--- config.mk ---
export PLATFORM = sky130hd
export DESIGN_NAME = chunk_stream_framer
export DESIGN_NICKNAME = d
export VERILOG_FILES = /design/src/hw/rtl/cbf_pkg.sv /design/src/hw/rtl/cbf_header_gen.sv /design/src/hw/rtl/cbf_run_buffer.sv /design/src/hw/rtl/chunk_stream_framer.sv
export SDC_FILE = /design/constraint.sdc
export NUM_CORES = 1
export LEC_CHECK = 0
export BUFFER_PORTS_ARGS = -buffer_cell sky130_fd_sc_hd__buf_2
export CORE_MARGIN = 2
export CORE_UTILIZATION = 50
export CTS_CLUSTER_SIZE = 30
export DETAILED_ROUTE_END_ITERATION = 8
export PLACE_DENSITY = 0.71
export SYNTH_ARGS = -nofsm -noshare
export SYNTH_HDL_FRONTEND = slang
export SYNTH_SLANG_ARGS = --single-unit
--- constraint.sdc ---
create_clock -name aclk -period 3 [get_ports aclk]
set_clock_uncertainty 0.2 [all_clocks]
set_input_delay 0.6 -clock aclk [delete_from_list [all_inputs] [get_ports aclk]]
set_output_delay 0.6 -clock aclk [all_outputs]
set_load 0.01 [all_outputs]
--- src/hw/rtl/cbf_pkg.sv ---
// types, constants and register indexes shared by the chunk stream framer
`timescale 1ns / 1ps

package cbf_pkg;

    // register indexes on the configuration port
    localparam logic [2:0] CFG_CHANNEL          = 3'd0;
    localparam logic [2:0] CFG_CHUNK_SIZE       = 3'd1;
    localparam logic [2:0] CFG_FIRST_HEADER_LEN = 3'd2;
    localparam logic [2:0] CFG_EXT_TS_ENABLE    = 3'd3;
    localparam logic [2:0] CFG_EXT_TS_VALUE     = 3'd4;

    localparam int unsigned CFG_ADDR_W = 3;
    localparam int unsigned CFG_DATA_W = 32;

    // basic header format and channel ranges
    localparam logic [7:0]  HDR_MINIMAL       = 8'hC0;
    localparam logic [16:0] CHAN_MIN          = 17'd2;
    localparam logic [16:0] CHAN_ONE_BYTE_MAX = 17'd63;
    localparam logic [16:0] CHAN_TWO_BYTE_MAX = 17'd319;
    localparam logic [16:0] CHAN_OFFSET       = 17'd64;
    localparam logic [16:0] CHAN_MAX          = 17'd65599;
    localparam logic [4:0]  FHL_MIN           = 5'd1;
    localparam logic [4:0]  FHL_MAX           = 5'd18;
    localparam logic [24:0] COUNT_MAX         = 25'h1FF_FFFF;

    // one run holds up to three basic header bytes, four timestamp bytes and the data byte
    localparam int unsigned RUN_MAX = 8;

    typedef struct packed {
        logic [7:0] data_byte;
        logic       msg_end;
    } in_beat_t;

    typedef struct packed {
        logic [7:0] out_byte;
        logic       is_header;
        logic       last_of_run;
    } out_beat_t;

    typedef struct packed {
        logic [16:0] channel;
        logic [23:0] chunk_size;
        logic [4:0]  first_header_len;
        logic        ext_ts_enable;
        logic [31:0] ext_ts_value;
    } cfg_t;

    // bytes of one run, the data byte at position last_idx
    typedef struct packed {
        logic [RUN_MAX-1:0][7:0] bytes;
        logic [2:0]              last_idx;
    } run_t;

endpackage

--- src/hw/rtl/cbf_header_gen.sv ---
// builds the run of header bytes and the data byte for one incoming beat
`timescale 1ns / 1ps

module cbf_header_gen (
    input  cbf_pkg::cfg_t     cfg,
    input  logic [24:0]       bytes_in_chunk,
    input  cbf_pkg::in_beat_t in_beat,
    output logic              insert_hdr,
    output cbf_pkg::run_t     run
);

    logic        active;
    logic [16:0] id;
    logic [2:0]  nb;
    logic [7:0]  b0;
    logic [7:0]  b1;
    logic [7:0]  b2;
    logic [2:0]  pos;

    // chunking is on only for a legal channel, size and first header length
    assign active = (cfg.channel >= cbf_pkg::CHAN_MIN) && (cfg.channel <= cbf_pkg::CHAN_MAX) &&
                    (cfg.chunk_size != 24'd0) &&
                    (cfg.first_header_len >= cbf_pkg::FHL_MIN) &&
                    (cfg.first_header_len <= cbf_pkg::FHL_MAX);

    assign insert_hdr = active && (bytes_in_chunk >= {1'b0, cfg.chunk_size});

    assign id = cfg.channel - cbf_pkg::CHAN_OFFSET;

    // basic header: one, two or three bytes by channel range
    always_comb begin
        b1 = id[7:0];
        b2 = id[15:8];
        if (cfg.channel <= cbf_pkg::CHAN_ONE_BYTE_MAX) begin
            nb = 3'd1;
            b0 = cbf_pkg::HDR_MINIMAL | cfg.channel[7:0];
        end else if (cfg.channel <= cbf_pkg::CHAN_TWO_BYTE_MAX) begin
            nb = 3'd2;
            b0 = cbf_pkg::HDR_MINIMAL;
        end else begin
            nb = 3'd3;
            b0 = cbf_pkg::HDR_MINIMAL | 8'h01;
        end
    end

    // lay out header, optional timestamp and data byte
    always_comb begin
        run = '0;
        pos = 3'd0;
        if (insert_hdr) begin
            run.bytes[0] = b0;
            run.bytes[1] = b1;
            run.bytes[2] = b2;
            pos = nb;
            if (cfg.ext_ts_enable) begin
                run.bytes[pos]        = cfg.ext_ts_value[31:24];
                run.bytes[pos + 3'd1] = cfg.ext_ts_value[23:16];
                run.bytes[pos + 3'd2] = cfg.ext_ts_value[15:8];
                run.bytes[pos + 3'd3] = cfg.ext_ts_value[7:0];
                pos = pos + 3'd4;
            end
        end
        run.bytes[pos] = in_beat.data_byte;
        run.last_idx   = pos;
    end

endmodule

--- src/hw/rtl/cbf_run_buffer.sv ---
// output register holding one run and handing it out a beat per cycle while m_ready is high
`timescale 1ns / 1ps

module cbf_run_buffer (
    input  logic               aclk,
    input  logic               aresetn,
    input  logic               load,
    input  cbf_pkg::run_t      run_in,
    output logic               can_load,
    output logic               m_valid,
    input  logic               m_ready,
    output cbf_pkg::out_beat_t m_data
);

    logic          valid_reg;
    logic          valid_next;
    logic [2:0]    idx_reg;
    logic [2:0]    idx_next;
    cbf_pkg::run_t run_reg;
    logic          at_last;

    assign at_last  = (idx_reg == run_reg.last_idx);
    // a new run may enter as the last beat of the current one leaves
    assign can_load = !valid_reg || (m_ready && at_last);

    // beat sequencing
    always_comb begin
        valid_next = valid_reg;
        idx_next   = idx_reg;
        if (load) begin
            valid_next = 1'b1;
            idx_next   = 3'd0;
        end else if (valid_reg && m_ready) begin
            if (at_last) begin
                valid_next = 1'b0;
            end else begin
                idx_next = idx_reg + 3'd1;
            end
        end
    end

    always_ff @(posedge aclk) begin
        if (!aresetn) begin
            valid_reg <= 1'b0;
            idx_reg   <= 3'd0;
        end else begin
            valid_reg <= valid_next;
            idx_reg   <= idx_next;
        end
    end

    // run payload
    always_ff @(posedge aclk) begin
        if (load) begin
            run_reg <= run_in;
        end
    end

    assign m_valid            = valid_reg;
    assign m_data.out_byte    = run_reg.bytes[idx_reg];
    assign m_data.is_header   = !at_last;
    assign m_data.last_of_run = at_last;

endmodule

--- src/hw/rtl/chunk_stream_framer.sv ---
// top level of the chunk stream framer: config registers, chunk counter, output run buffer
`timescale 1ns / 1ps

// channel  | dir | handshake         | payload
// s_       | in  | s_valid / s_ready | cbf_pkg::in_beat_t  (data_byte, msg_end)
// m_       | out | m_valid / m_ready | cbf_pkg::out_beat_t (out_byte, is_header, last_of_run)
// cfg_     | in  | cfg_wr_en         | cfg_addr, cfg_wdata
//
// a byte with no inserted header leaves as a single beat; a byte at a chunk boundary
// leaves as 1..3 basic header beats, 4 timestamp beats when enabled, then the data beat (up to 8 beats)
// the output run register hands out one beat per cycle while m_ready is high
// s_ready stays high while the last beat of the current run leaves, so runs go back to back
// reset is synchronous on aresetn low; it clears the counter and the run buffer
// m_ready low holds the current beat and stalls intake once its run is done

module chunk_stream_framer (
    input  logic                            aclk,
    input  logic                            aresetn,
    input  logic                            s_valid,
    output logic                            s_ready,
    input  cbf_pkg::in_beat_t               s_data,
    output logic                            m_valid,
    input  logic                            m_ready,
    output cbf_pkg::out_beat_t              m_data,
    input  logic                            cfg_wr_en,
    input  logic [cbf_pkg::CFG_ADDR_W-1:0]  cfg_addr,
    input  logic [cbf_pkg::CFG_DATA_W-1:0]  cfg_wdata
);

    cbf_pkg::cfg_t cfg_reg;
    cbf_pkg::cfg_t cfg_next;
    logic [24:0]   cnt_reg;
    logic [24:0]   cnt_next;
    logic          in_first_reg;
    logic          in_first_next;
    logic          insert_hdr;
    cbf_pkg::run_t run;
    logic          accept;

    // configuration writes
    always_comb begin
        cfg_next = cfg_reg;
        if (cfg_wr_en) begin
            unique case (cfg_addr)
                cbf_pkg::CFG_CHANNEL:          cfg_next.channel          = cfg_wdata[16:0];
                cbf_pkg::CFG_CHUNK_SIZE:       cfg_next.chunk_size       = cfg_wdata[23:0];
                cbf_pkg::CFG_FIRST_HEADER_LEN: cfg_next.first_header_len = cfg_wdata[4:0];
                cbf_pkg::CFG_EXT_TS_ENABLE:    cfg_next.ext_ts_enable    = cfg_wdata[0];
                cbf_pkg::CFG_EXT_TS_VALUE:     cfg_next.ext_ts_value     = cfg_wdata;
                default: ;
            endcase
        end
    end

    always_ff @(posedge aclk) begin
        if (!aresetn) begin
            cfg_reg.channel          <= 17'd0;
            cfg_reg.chunk_size       <= 24'd128;
            cfg_reg.first_header_len <= 5'd0;
            cfg_reg.ext_ts_enable    <= 1'b0;
            cfg_reg.ext_ts_value     <= 32'd0;
        end else begin
            cfg_reg <= cfg_next;
        end
    end

    // header decision and run layout
    cbf_header_gen u_header_gen (
        .cfg            (cfg_reg),
        .bytes_in_chunk (cnt_reg),
        .in_beat        (s_data),
        .insert_hdr     (insert_hdr),
        .run            (run)
    );

    // output run register
    cbf_run_buffer u_run_buffer (
        .aclk     (aclk),
        .aresetn  (aresetn),
        .load     (accept),
        .run_in   (run),
        .can_load (s_ready),
        .m_valid  (m_valid),
        .m_ready  (m_ready),
        .m_data   (m_data)
    );

    assign accept = s_valid && s_ready;

    // chunk position counter, saturating, cleared at message end
    always_comb begin
        cnt_next      = cnt_reg;
        in_first_next = in_first_reg;
        if (accept) begin
            if (insert_hdr) begin
                cnt_next      = 25'd1;
                in_first_next = 1'b0;
            end else if (cnt_reg != cbf_pkg::COUNT_MAX) begin
                cnt_next = cnt_reg + 25'd1;
            end
            if (s_data.msg_end) begin
                cnt_next      = 25'd0;
                in_first_next = 1'b1;
            end
        end
    end

    always_ff @(posedge aclk) begin
        if (!aresetn) begin
            cnt_reg      <= 25'd0;
            in_first_reg <= 1'b1;
        end else begin
            cnt_reg      <= cnt_next;
            in_first_reg <= in_first_next;
        end
    end

    // message end puts the counter back at the start of a first chunk
    a_msg_end_rewind: assert property (@(posedge aclk) disable iff (!aresetn)
        accept && s_data.msg_end |=> (cnt_reg == 25'd0) && in_first_reg)
        else $error("counter not rewound after message end");

    // an inserted header starts a continuation chunk holding the data byte
    a_hdr_restart: assert property (@(posedge aclk) disable iff (!aresetn)
        accept && insert_hdr && !s_data.msg_end |=> (cnt_reg == 25'd1) && !in_first_reg)
        else $error("counter not restarted after header");

    // a run with a header leaves the data byte behind it, so intake must wait
    a_hdr_holds_intake: assert property (@(posedge aclk) disable iff (!aresetn)
        accept && insert_hdr |=> m_valid && m_data.is_header && !s_ready)
        else $error("header run did not hold intake");

endmodule
==> results.md <==
- Status: complete, no violations
- Crit-path cells: inv_1, ha_1, nand4_1, or4_1, a31oi_2, o21ai_4, or2_4, buf_12, nor3_1
- #FFs+latches synth: 175
- Layout Utilization: 58.73%
- IO Pins: 61
- Die Height: 138.8 um
- Hold WC Path Type: input port to register
- Worst endpoint required time: 3050 ps
- Buffers on Ports: 60
- Antenna violations before repair: 0
- Crit path arrival time: 2980 ps
- Final std cells w/o fill: 1327
- Crit start category: register
- Pint: 4.007 mW
- DIE AREA: 19250 sq um
- PD cells: 515.8 nW/um^2
- First-pass GRT wire length: 39820 um
- Final antenna-violating net count: 0
- Pre-antenna DRT Iters: 5
- Routed WL per cell: 18.70 um
- Via count: 7904
- Cell Area, Synth: 9079 sq um
- Worst-Margin Slew: 691.5 ps
- Rel. slew slack: 53.90%
- Global Route Usage Sum: 25.95%
- Core Area: 17900 sq um
- Syn nets: 1102
- Placed cell count: 1294
- YS warnings: 0
- Clk buf depth: 2
- Vias in the first global route: 7475
- DR iter-0 viols: 798
- Fmax: 341.4 MHz
- Remaining DRCs: 0
- CTS H-Tree Depth: 4
- Avg Cell Area, Syn: 8.857 sq um
- Final Hold Viols: 0
- Final Critical Period: 2930 ps
- Netlist cell types: 65
- HPWL after detailed placement: 17800 um
- # rows: 49
- Clk root buf: clkbuf_16
- CP Capture Type: register
- Clock net sink count: 175
- RSZ-0062 raised after global routing: true
- Maximum Capacitance Violations: 0
- Clk pwr share: 40.3%
- Max-slew violations: 0
- Pin count of the biggest net entering global routing: 70
- Primary FF master, synth: dfxtp_1
- Fin crit share: 97.65%
- Max FFs per register: 79
- Flop pwr share: 47.5%
- Worst path max stage delay: 580 ps
- CP Max Fanout: 14
- Logic gate share of total power: 12.2%
- Cts hold-fix bufs: 0
- CTS tree: built
- Global route overflow: 0
- Layout cell share with drive strength beyond 1: 17.03%
- Die X: 138.8 um
- Post-synthesis cell count: 1025
- Clock-pin slew on the worst setup and hold paths: 70 ps
- Async SR Flop Fraction: 0%
- Switching power: 1.415 mW
- Worst-skew pair later-pin latency: 430 ps
- CTS buffer count: 17
- Final layout net count: 1163
- WS Path Type: register to register
- Leak pwr: 3.742 nW
- Number of flops mapped to enable cells by yosys: 67
- Setup WS post-layout: 70.46 ps
- CP Buf/Inv Count: 2
- Power, Total: 5.423 mW
- Vias per cell: 5.956
- VDD IR max: 0.4414 mV
- Effective utilization at floorplan: 50.71%
- Final setup viols: 0
- Routability cong.: 0.9139
- Switching power share of the total: 26.10%
- Crit-path slowest cell: or4_1
- Detailed Route WL: 24820 um
- Synthesis-to-layout area growth: 15.81%
- Cell family with most CP delay: simple AND/OR/NAND/NOR gates
- Antenna cells: 0
- DP Worst Slack: -35.76 ps
- Register area share after synthesis: 45.98%
cells in the mapped netlist (all sizes together), types with 12 or more instances:
cell type,number,area share (%)
or3,13,0.95
mux4,16,4.0
inv,39,1.6
a211oi,29,2.5
nand4,14,0.96
a21oi,106,5.9
edfxtp,67,22
buf,19,1.1
o21ai,36,2.0
and3,19,1.3
nand3,25,1.4
nor3,18,1.0
mux2i,12,1.3
dfxtp,108,24
nand2,229,9.5
clkbuf,46,1.9
ha,28,3.9
nor2,59,2.4
o22ai,19,1.3
placed cells by master (no fill, tap or decap), types with 6 or more instances in the layout:
master and n:
mux4_2 16, a211oi_1 28, mux2_2 8, a2bb2oi_1 7
or3_1 12, o31ai_1 7, clkbuf_16 18, dfxtp_1 107
o221ai_1 6, nand2_1 228, nor2_1 58, or4_1 9
mux2i_1 12, nor3_1 15, a22o_1 6, nand3_1 24
nand4_1 14, o22ai_1 19, nor4_1 9, inv_1 37
edfxtp_1 67, and3_1 19, buf_2 60, nor2b_1 7
buf_4 39, ha_1 28, a21oi_1 104, xnor2_1 10
o21ai_0 33
layer usage:
metal | global-route usage [%] | part of all wire, %
met5 | 0 | 0
met4 | 9.250 | 3.0
met3 | 4.938 | 7.8
met2 | 39.66 | 45
met1 | 37.13 | 45
final cells by class:
class | count | area [sq um]
fillers | 1573 | 7388
multi-input cells | 746 | 4576
flip-flops and latches | 175 | 4175
repair buffers | 107 | 757.0
clock buffers | 18 | 429.2
well taps | 229 | 286.5
inverters | 39 | 148.9
clock inverters | 13 | 141.4
path summary, 6_finish.rpt:
| kind | start | to | slack [ps] | depth (start not counted) |
|---|---|---|---|---|
| setup / recovery | cfg_reg[53] | u_run_buffer.run_reg[37] | 70 | 9 |
| hold / removal | cfg_wdata[24] | cfg_reg[24] | 200 | 3 |
| setup reg to reg | cfg_reg[53] | u_run_buffer.run_reg[37] | 70 | 9 |
| hold reg to reg | cfg_reg[54] | cfg_reg[54] | 270 | 2 |
timing repair:
action | 4_1_cts | 5_1_grt
gates resized for setup | 2 | 15
buffers inserted | 0 | 1
setup endpoints to repair | 12 | 58
cloned | 0 | 1
pin swaps | 0 | 4
cell families after synthesis:
logic type	after synthesis	synth area share, %
compound gates	246	16.91
mux	36	6.285
flops	175	45.98
simple gates	423	21.13
buf+inv	104	4.589
xor+xnor	13	1.254
fa+ha+maj	28	3.859
stage by stage:
step                hold slack, ps  setup TNS (ps)  instance area (sq um)
floorplan                    249.0               0                   9086
global placement             262.7          -40.09                   9843
detailed placement           267.8          -35.76                   9843
CTS                          196.4          -45.49                  10420
global route                 214.1          -8.733                  10510
finish                       199.3               0                  10510
tightest hold or removal path, cell delays in order:
cell,delay (ps)
buf_2,90
nand2_1,50
a21oi_1,50
power by group through the flow:
stage	sequential [mW]	combinational [mW]	clock [mW]
after floorplan	2.61	0.415	0
after global routing	2.58	0.721	2.29
after detailed placement	2.63	0.640	0
final	2.58	0.659	2.19
after CTS	2.58	0.646	2.20
after global placement	2.63	0.634	0
Power figures use the tool's default switching activity.
